**config.mk**
```make
export PLATFORM = sky130hd
export DESIGN_NAME = numeric_literal_scanner_flat
export DESIGN_NICKNAME = d
export VERILOG_FILES = /design/src/sv/nls_pkg.sv /design/src/sv/nls_if.sv /design/src/sv/nls_char_class.sv /design/src/sv/numeric_literal_scanner.sv /design/src/flat_wrapper.sv
export SDC_FILE = /design/constraint.sdc
export NUM_CORES = 1
export LEC_CHECK = 0
export BUFFER_PORTS_ARGS = -buffer_cell sky130_fd_sc_hd__buf_2
export CORE_UTILIZATION = 51
export DETAILED_ROUTE_END_ITERATION = 8
export GPL_TIMING_DRIVEN = 0
export PLACE_DENSITY = 0.71
export SYNTH_ARGS = -nofsm -noshare
export SYNTH_HDL_FRONTEND = slang
export SYNTH_SLANG_ARGS = --single-unit
```
**constraint.sdc**
```tcl
create_clock -name clk -period 8.6 [get_ports clk]
set_input_delay 0.43 -clock clk [delete_from_list [all_inputs] [get_ports clk]]
set_output_delay 0.43 -clock clk [all_outputs]
set_load 0.02 [all_outputs]
```
**src/sv/nls_pkg.sv**
```systemverilog
// Shared types, character codes and default sizes for the numeric literal scanner.
package nls_pkg;

  localparam int unsigned INT_BITS_DEF      = 64;
  localparam int unsigned FRACTION_BITS_DEF = 32;
  localparam int unsigned DIGIT_POS_W       = 4;
  localparam logic [DIGIT_POS_W-1:0] FRAC_DIGITS_MAX = 4'd10;

  localparam logic [7:0] CH_0     = 8'h30;
  localparam logic [7:0] CH_1     = 8'h31;
  localparam logic [7:0] CH_7     = 8'h37;
  localparam logic [7:0] CH_9     = 8'h39;
  localparam logic [7:0] CH_DOT   = 8'h2e;
  localparam logic [7:0] CH_LO_A  = 8'h61;
  localparam logic [7:0] CH_LO_F  = 8'h66;
  localparam logic [7:0] CH_UP_A  = 8'h41;
  localparam logic [7:0] CH_UP_F  = 8'h46;
  localparam logic [7:0] CH_LO_B  = 8'h62;
  localparam logic [7:0] CH_UP_B  = 8'h42;
  localparam logic [7:0] CH_LO_O  = 8'h6f;
  localparam logic [7:0] CH_UP_O  = 8'h4f;
  localparam logic [7:0] CH_LO_X  = 8'h78;
  localparam logic [7:0] CH_UP_X  = 8'h58;
  localparam logic [3:0] HEX_TEN  = 4'ha;

  typedef enum logic [2:0] {
    PH_IDLE = 3'd0,
    PH_ZERO = 3'd1,
    PH_BIN  = 3'd2,
    PH_OCT  = 3'd3,
    PH_DEC  = 3'd4,
    PH_HEX  = 3'd5,
    PH_FRAC = 3'd6
  } phase_t;

  // Classification of one source character.
  typedef struct packed {
    logic       is_zero;
    logic       is_dec;
    logic       is_bin;
    logic       is_oct;
    logic       is_hex;
    logic       is_dot;
    logic       is_b;
    logic       is_o;
    logic       is_x;
    logic [3:0] value;
  } char_class_t;

endpackage

```
**src/sv/nls_if.sv**
```systemverilog
// Valid/ready channel interfaces for the scanner's character input and literal output.
interface nls_in_if;
  logic       valid;
  logic       ready;
  logic [7:0] character;
  logic       begins_literal;

  modport source (output valid, output character, output begins_literal, input ready);
  modport sink   (input valid, input character, input begins_literal, output ready);
endinterface

interface nls_out_if import nls_pkg::*; #(
  parameter int unsigned INT_BITS      = INT_BITS_DEF,
  parameter int unsigned FRACTION_BITS = FRACTION_BITS_DEF
);
  logic                     valid;
  logic                     ready;
  logic                     kind;
  logic [INT_BITS-1:0]      int_value;
  logic [FRACTION_BITS-1:0] fraction;

  modport source (output valid, output kind, output int_value, output fraction, input ready);
  modport sink   (input valid, input kind, input int_value, input fraction, output ready);
endinterface

```
**src/sv/nls_char_class.sv**
```systemverilog
// Character classifier: digit classes, radix letters and the digit value of one byte.
module nls_char_class import nls_pkg::*; (
  input  logic [7:0]  character,
  output char_class_t cls
);

  logic is_lo_hex;
  logic is_up_hex;

  always_comb begin
    is_lo_hex   = (character >= CH_LO_A) && (character <= CH_LO_F);
    is_up_hex   = (character >= CH_UP_A) && (character <= CH_UP_F);
    cls.is_zero = (character == CH_0);
    cls.is_dec  = (character >= CH_0) && (character <= CH_9);
    cls.is_bin  = (character == CH_0) || (character == CH_1);
    cls.is_oct  = (character >= CH_0) && (character <= CH_7);
    cls.is_hex  = cls.is_dec || is_lo_hex || is_up_hex;
    cls.is_dot  = (character == CH_DOT);
    cls.is_b    = (character == CH_LO_B) || (character == CH_UP_B);
    cls.is_o    = (character == CH_LO_O) || (character == CH_UP_O);
    cls.is_x    = (character == CH_LO_X) || (character == CH_UP_X);
    if (is_lo_hex) begin
      cls.value = 4'(character - CH_LO_A) + HEX_TEN;
    end else if (is_up_hex) begin
      cls.value = 4'(character - CH_UP_A) + HEX_TEN;
    end else begin
      cls.value = 4'(character - CH_0);
    end
  end

endmodule

```
**src/sv/numeric_literal_scanner.sv**
```systemverilog
// Numeric literal scanner: one character per beat in, one literal value out per literal.
// A character beat is held in the input register until the scan stage takes it; a
// result it ends is loaded into the output register and presented on the output channel.
// Throughput: one character beat per cycle while the output register can take a result,
// set by the single scan stage whose state registers (phase, accumulator, fraction sum) feed back to it.
// Reset: synchronous, active low; both channel registers empty and the scanner idle.
module numeric_literal_scanner import nls_pkg::*; #(
  parameter int unsigned INT_BITS      = INT_BITS_DEF,
  parameter int unsigned FRACTION_BITS = FRACTION_BITS_DEF
) (
  input  logic      clk,
  input  logic      rst_n,
  nls_in_if.sink    in_port,
  nls_out_if.source out_port
);

  // Weight of one unit at fraction position k is floor(2^F / 10^k). These are
  // worked out at elaboration; 2^F is never a multiple of 10^k, so the quotient
  // is already the floor the scan needs.
  localparam logic [63:0] POW2F = 64'd1 << FRACTION_BITS;
  localparam logic [FRACTION_BITS-1:0] STEP_1  = FRACTION_BITS'(POW2F / 64'd10);
  localparam logic [FRACTION_BITS-1:0] STEP_2  = FRACTION_BITS'(POW2F / 64'd100);
  localparam logic [FRACTION_BITS-1:0] STEP_3  = FRACTION_BITS'(POW2F / 64'd1000);
  localparam logic [FRACTION_BITS-1:0] STEP_4  = FRACTION_BITS'(POW2F / 64'd10000);
  localparam logic [FRACTION_BITS-1:0] STEP_5  = FRACTION_BITS'(POW2F / 64'd100000);
  localparam logic [FRACTION_BITS-1:0] STEP_6  = FRACTION_BITS'(POW2F / 64'd1000000);
  localparam logic [FRACTION_BITS-1:0] STEP_7  = FRACTION_BITS'(POW2F / 64'd10000000);
  localparam logic [FRACTION_BITS-1:0] STEP_8  = FRACTION_BITS'(POW2F / 64'd100000000);
  localparam logic [FRACTION_BITS-1:0] STEP_9  = FRACTION_BITS'(POW2F / 64'd1000000000);
  localparam logic [FRACTION_BITS-1:0] STEP_10 = FRACTION_BITS'(POW2F / 64'd10000000000);

  // Input register: holds one character beat until the scan stage takes it.
  logic       in_v_r;
  logic [7:0] in_char_r;
  logic       in_begins_r;

  // Scanner state.
  phase_t                   phase_r,  phase_nxt;
  logic [INT_BITS-1:0]      acc_r,    acc_nxt;
  logic [FRACTION_BITS-1:0] fsum_r,   fsum_nxt;
  logic [DIGIT_POS_W-1:0]   dpos_r,   dpos_nxt;

  // Output register.
  logic                     out_v_r;
  logic                     out_kind_r;
  logic [INT_BITS-1:0]      out_int_r;
  logic [FRACTION_BITS-1:0] out_frac_r;

  char_class_t              cls;
  logic                     fire;
  logic                     in_accept;
  logic                     emit;
  logic                     active;
  logic [DIGIT_POS_W-1:0]   dpos_inc;
  logic [FRACTION_BITS-1:0] step;
  logic [FRACTION_BITS+3:0] frac_prod;
  logic [INT_BITS-1:0]      dig_ext;

  nls_char_class u_char_class (
    .character (in_char_r),
    .cls       (cls)
  );

  // The scan stage moves whenever the output register can take a possible result.
  assign fire      = in_v_r && (!out_v_r || out_port.ready);
  assign in_port.ready = !in_v_r || fire;
  assign in_accept = in_port.valid && in_port.ready;

  assign dpos_inc  = dpos_r + 1'b1;
  assign dig_ext   = INT_BITS'(cls.value);
  assign frac_prod = {{FRACTION_BITS{1'b0}}, cls.value} * {4'b0000, step};

  always_comb begin
    case (dpos_inc)
      4'd1:    step = STEP_1;
      4'd2:    step = STEP_2;
      4'd3:    step = STEP_3;
      4'd4:    step = STEP_4;
      4'd5:    step = STEP_5;
      4'd6:    step = STEP_6;
      4'd7:    step = STEP_7;
      4'd8:    step = STEP_8;
      4'd9:    step = STEP_9;
      4'd10:   step = STEP_10;
      default: step = '0;
    endcase
  end

  // Next state of the scanner and whether this character ends a literal. The
  // ending character is not consumed: if it does not start a new literal it is
  // simply dropped after the current literal is emitted.
  always_comb begin
    phase_nxt = phase_r;
    acc_nxt   = acc_r;
    fsum_nxt  = fsum_r;
    dpos_nxt  = dpos_r;
    emit      = 1'b0;

    case (phase_r)
      PH_ZERO, PH_BIN, PH_OCT, PH_DEC, PH_HEX, PH_FRAC: active = 1'b1;
      default:                                          active = 1'b0;
    endcase

    if (in_begins_r) begin
      // A new literal starts here; any literal in progress is emitted first.
      emit     = active;
      acc_nxt  = '0;
      fsum_nxt = '0;
      dpos_nxt = '0;
      if (cls.is_zero) begin
        phase_nxt = PH_ZERO;
      end else if (cls.is_dec) begin
        phase_nxt = PH_DEC;
        acc_nxt   = dig_ext;
      end else begin
        phase_nxt = PH_IDLE;
      end
    end else begin
      case (phase_r)
        PH_ZERO: begin
          if (cls.is_b) begin
            phase_nxt = PH_BIN;
          end else if (cls.is_o) begin
            phase_nxt = PH_OCT;
          end else if (cls.is_x) begin
            phase_nxt = PH_HEX;
          end else if (cls.is_dot) begin
            phase_nxt = PH_FRAC;
          end else begin
            emit = 1'b1;
          end
        end
        PH_BIN: begin
          if (cls.is_bin) begin
            acc_nxt = {acc_r[INT_BITS-2:0], cls.value[0]};
          end else begin
            emit = 1'b1;
          end
        end
        PH_OCT: begin
          if (cls.is_oct) begin
            acc_nxt = {acc_r[INT_BITS-4:0], cls.value[2:0]};
          end else begin
            emit = 1'b1;
          end
        end
        PH_DEC: begin
          if (cls.is_dec) begin
            acc_nxt = (acc_r << 3) + (acc_r << 1) + dig_ext;
          end else if (cls.is_dot) begin
            phase_nxt = PH_FRAC;
          end else begin
            emit = 1'b1;
          end
        end
        PH_HEX: begin
          if (cls.is_hex) begin
            acc_nxt = {acc_r[INT_BITS-5:0], cls.value};
          end else begin
            emit = 1'b1;
          end
        end
        PH_FRAC: begin
          if (cls.is_dec) begin
            // Digits past the tenth fraction position carry no weight.
            if (dpos_r < FRAC_DIGITS_MAX) begin
              dpos_nxt = dpos_inc;
              fsum_nxt = fsum_r + frac_prod[FRACTION_BITS-1:0];
            end
          end else begin
            emit = 1'b1;
          end
        end
        default: begin
          // Idle, or an unused phase code that behaves as idle.
          phase_nxt = PH_IDLE;
        end
      endcase

      if (emit) begin
        phase_nxt = PH_IDLE;
        acc_nxt   = '0;
        fsum_nxt  = '0;
        dpos_nxt  = '0;
      end
    end
  end

  // Control and scanner state.
  always_ff @(posedge clk) begin
    if (!rst_n) begin
      in_v_r  <= 1'b0;
      out_v_r <= 1'b0;
      phase_r <= PH_IDLE;
      acc_r   <= '0;
      fsum_r  <= '0;
      dpos_r  <= '0;
    end else begin
      if (in_accept) begin
        in_v_r <= 1'b1;
      end else if (fire) begin
        in_v_r <= 1'b0;
      end

      if (fire && emit) begin
        out_v_r <= 1'b1;
      end else if (out_port.ready) begin
        out_v_r <= 1'b0;
      end

      if (fire) begin
        phase_r <= phase_nxt;
        acc_r   <= acc_nxt;
        fsum_r  <= fsum_nxt;
        dpos_r  <= dpos_nxt;
      end
    end
  end

  // Payload registers; the result reflects the literal as it stood before this beat.
  always_ff @(posedge clk) begin
    if (in_accept) begin
      in_char_r   <= in_port.character;
      in_begins_r <= in_port.begins_literal;
    end
    if (fire && emit) begin
      out_kind_r <= (phase_r == PH_FRAC);
      out_int_r  <= acc_r;
      out_frac_r <= (phase_r == PH_FRAC) ? fsum_r : '0;
    end
  end

  assign out_port.valid     = out_v_r;
  assign out_port.kind      = out_kind_r;
  assign out_port.int_value = out_int_r;
  assign out_port.fraction  = out_frac_r;

endmodule
```
**src/flat_wrapper.sv**
```systemverilog
// flat-port wrapper written by rule: the top's interface ports become plain ports
module numeric_literal_scanner_flat import nls_pkg::*;
#(
  parameter int unsigned INT_BITS      = INT_BITS_DEF,
  parameter int unsigned FRACTION_BITS = FRACTION_BITS_DEF
)
  (clk, rst_n, in_port_valid, in_port_character, in_port_begins_literal, in_port_ready, out_port_valid, out_port_kind, out_port_int_value, out_port_fraction, out_port_ready);
  nls_in_if in_port_i ();
  nls_out_if #(.INT_BITS(INT_BITS), .FRACTION_BITS(FRACTION_BITS)) out_port_i ();
  input  logic clk;
  input  logic rst_n;
  input wire logic [$bits(in_port_i.valid)-1:0] in_port_valid;
  input wire logic [$bits(in_port_i.character)-1:0] in_port_character;
  input wire logic [$bits(in_port_i.begins_literal)-1:0] in_port_begins_literal;
  output wire logic [$bits(in_port_i.ready)-1:0] in_port_ready;
  output wire logic [$bits(out_port_i.valid)-1:0] out_port_valid;
  output wire logic [$bits(out_port_i.kind)-1:0] out_port_kind;
  output wire logic [$bits(out_port_i.int_value)-1:0] out_port_int_value;
  output wire logic [$bits(out_port_i.fraction)-1:0] out_port_fraction;
  input wire logic [$bits(out_port_i.ready)-1:0] out_port_ready;
  assign in_port_i.valid = in_port_valid;
  assign in_port_i.character = in_port_character;
  assign in_port_i.begins_literal = in_port_begins_literal;
  assign in_port_ready = in_port_i.ready;
  assign out_port_valid = out_port_i.valid;
  assign out_port_kind = out_port_i.kind;
  assign out_port_int_value = out_port_i.int_value;
  assign out_port_fraction = out_port_i.fraction;
  assign out_port_i.ready = out_port_ready;
  numeric_literal_scanner #(.INT_BITS(INT_BITS), .FRACTION_BITS(FRACTION_BITS)) u_core (.clk(clk), .rst_n(rst_n), .in_port(in_port_i), .out_port(out_port_i));
endmodule
```
==> impl_results.md <==
* Outcome: finished, violations left
* Failing checks: DRC, capacitance limit
* Sequential area share after synthesis at 0.296
* Power Total at 2.79 mW
* Logic gate share of total power at 0.220
* Setup crit start kind: flop
* Clock power share at 0.393
* Die H at between 150 and 200 um
* Switch share at 0.311
* Hold_buf cts at 0
* Sinks on Clock Net at 211
* Final setup violation count at 0
* Flop pwr share at 0.387
* GRT Total Usage at 0.295
* Leakage at just under 9 nW
* Slew Viols, Final at 0
* Clock root buffer master: clkbuf_16
* Grt ovf at 0
* First-pass GRT wire length at 84.3 mm
* Number of nets still failing antenna checks after routing at 0
* Via density at 6.10
* H-tree depth at 1
* Detailed Routing Iterations Pass 1 at 9
* Cell with the most instances after synthesis: nor2_1
* Initial Util at 0.517
* Peak supply drop at between 0.15 and 0.2 mV
* CP Data Required Time at about 9 ns
* Filler instances at around 3.2k
* Synthesized area per cell at 8.61 um^2
* Fin crit period at ~8 ns
* Max clock buf depth at 3
* Clock Latency Late Sink at 0.57 ns
* Crit Path Max Fanout at 8
* Nets@finish at 2491
* Type of the worst setup path: reg2reg
* Final Hold Viols at 0
* Setup Fix Bufs, Post-CTS at 0
* Remaining DRCs at 2
* Initial DRC Count at approximately 1.6k
* Synth top area cells: edfxtp_1 18%, ha_1 13%, dfxtp_1 12%
* Final HPWL DP at around 40 mm
* Cell taking the most area after synthesis: edfxtp_1
* Setup WS post-layout at about 0.55 ns
* Mapped Cells at 2076
* Num CTS Buffers at 27
* Vias at 16.5k
* Largest net degree at the start of global routing at 23
* Most used DFF post-synth: edfxtp_1
* Switch Pwr at 0.867 mW
* Syn-to-layout area delta at 11.6%
* Initial antenna violation count at 0
* Cell Rows at 68
* Tightest Pin Transition at approximately 1.5 ns
* Max transition margin at 0.00505
* Pint at ~1.9 mW
* CP endpoint kind: flop
* Core ar. at between 0.03 and 0.04 mm^2
* Post-Syn Area at between 0.015 and 0.02 mm^2
* Io pins at between 100 and 150
* Number of synthesized flops with an enable pin at about 110
* Setup WS pre-CTS at 0.943 ns
* Netlist cell types at 75
* Port bufs at 110
* Power per Cell Area at between 100 and 150 mW/mm^2
* Drt total wl at between 50 and 60 mm
* Fraction of registers with async set/reset at 0
* Full die area at 0.0358 mm^2
* Routed WL per cell at roughly 20 um
* Crit path DAT at 8.56 ns
* Clock transition at path regs at 0.07 ns
* Worst Clk Skew at roughly 0.016 ns
* ANT cells at 0
* Max cap viols at 1
* FMAX at approximately 0.12 GHz
* RD Place Congestion at approximately 0.97
* HP Class: in2reg
* Yosys warns at 0
* Share of layout cells above drive strength 1 at 0.0883
* Yosys top cell area share at 0.178
* Vias in the first global route at roughly 16k
* Synthesized flop and latch total at 211
* Synth top cells by count: 222 x nor2_1, 196 x inv_1, 180 x ha_1, 173 x a21oi_1, 133 x nand2_1
* CTS tree: done
* CTS resizes at 0
* Syn_nets at 2346
* Tcrit/Tclk final at 0.936
* Die X at around 190 um
* RSZ-0062 raised after global routing: false
-- cell type report --
type	count	area [um^2]	share of cell area
clock buffers	39	741	0.0372
inverters	196	736	0.0369
well taps	455	569	0.0286
flip-flops and latches	211	5290	0.265
multi-input cells	1556	11400	0.573
repair buffers	116	653	0.0328
clock inverters	11	91.3	0.00458
plain buffers	113	443	0.0222
-- power groups by stage --
| stage | registers [mW] | clock network [mW] | logic [mW] |
|---|---|---|---|
| 6_report | 1.08 | 1.10 | 0.612 |
| 5_1_grt | 1.08 | 1.15 | 0.692 |
| 4_1_cts | 1.08 | 1.11 | 0.606 |
| 3_5_place_dp | 1.10 | 0 | 0.600 |
| 3_3_place_gp | 1.10 | 0 | 0.579 |
| 2_1_floorplan | 1.11 | 0 | 0.441 |
-- path summary, 6_finish.rpt --
path                             startpoint                             end  slack, ns  cells past startpoint
max           u_core.in_char_r[0]$_DFFE_PP_  u_core.fsum_r[30]$_SDFFE_PN0P_       0.55                     23
min                    in_port_character[7]   u_core.in_char_r[7]$_DFFE_PP_       0.04                      1
max reg2reg   u_core.in_char_r[0]$_DFFE_PP_  u_core.fsum_r[30]$_SDFFE_PN0P_       0.55                     23
min reg2reg  u_core.fsum_r[17]$_SDFFE_PN0P_  u_core.fsum_r[17]$_SDFFE_PN0P_       0.46                      2
-- cell usage in the layout, fill, tap and decap left out, types with 14 or more instances in the layout --
cell type | netlist | routed
nor2_1 | 222 | 222
inv_1 | 196 | 196
ha_1 | 180 | 180
a21oi_1 | 173 | 173
nand2_1 | 133 | 133
buf_2 | 14 | 124
edfxtp_1 | 106 | 106
dfxtp_1 | 105 | 105
clkbuf_1 | 91 | 101
o21ai_0 | 99 | 99
fa_1 | 77 | 77
nor3_1 | 62 | 61
a21o_1 | 57 | 57
xnor2_1 | 46 | 46
o22ai_1 | 40 | 40
nand3_1 | 33 | 33
nand4_1 | 33 | 33
a22o_1 | 32 | 32
a211oi_1 | 30 | 30
xor2_1 | 28 | 28
a22oi_1 | 27 | 27
clkbuf_16 | 0 | 27
nor2b_1 | 23 | 23
and2_1 | 22 | 22
a31oi_1 | 19 | 19
o21bai_1 | 17 | 17
nand2b_1 | 16 | 16
and3_1 | 15 | 15
or2_2 | 14 | 14
-- flip-flops by register name (all words and copies together) (netlist names) --
name,cells
u_core.acc_r,64
u_core.in_char_r,8
u_core.in_v_r,1
u_core.out_port.fraction,32
u_core.out_port.int_value,64
u_core.out_port.kind,1
u_core.dpos_r,4
u_core.out_port.valid,1
u_core.in_begins_r,1
u_core.phase_r,3
u_core.fsum_r,32
-- per-layer routing --
layer,share of wire,track usage
met1,0.46,0.432
met2,0.42,0.439
met3,0.095,0.0575
met4,0.026,0.0865
met5,0,0
-- stage by stage --
| step | hold slack (ns) | setup TNS (ns) | utilization | std cells | area, um^2 |
|---|---|---|---|---|---|
| after floorplan | 0.409 | 0 | - | 2076 | 17900 |
| after global placement | 0.437 | -22.35 | 0.550 | 2641 | 19000 |
| after detailed placement | 0.443 | 0 | 0.553 | 2647 | 19100 |
| after CTS | 0.0207 | 0 | 0.577 | 2697 | 19900 |
| after global routing | 0.0245 | 0 | 0.577 | 2697 | 19900 |
| final | 0.0356 | 0 | 0.577 | 2697 | 19900 |
-- cells by family (layout without fill, tap and decap cells) --
family | count (synthesis) | in the layout | synth area share
buffers and inverters | 309 | 475 | 0.0660
adders and majority gates | 257 | 257 | 0.212
and+or+nand+nor | 603 | 603 | 0.157
DFF | 211 | 211 | 0.296
xor gates and xnor gates | 74 | 74 | 0.0363
muxes | 7 | 7 | 0.00392
AOI/OAI and AO/OA | 615 | 615 | 0.229
-- worst max-delay path, stage by stage (launching register included) --
cell	delay, ns
edfxtp_1	0.49
inv_1	0.18
ha_1	0.19
inv_1	0.04
o31a_1	0.32
nand3_1	0.19
mux2i_1	1.05
inv_1	0.50
nand2b_1	0.22
fa_1	0.48
fa_1	0.52
fa_1	0.51
inv_1	0.04
ha_1	0.33
o21ai_0	0.13
o21ai_0	0.38
nand3b_1	0.23
a311oi_1	0.84
a221oi_1	0.34
o21ai_0	0.34
o22a_1	0.24
a21boi_0	0.13
xor2_1	0.16
o21ai_0	0.14
Note: power is estimated with default switching activity, not from simulation.
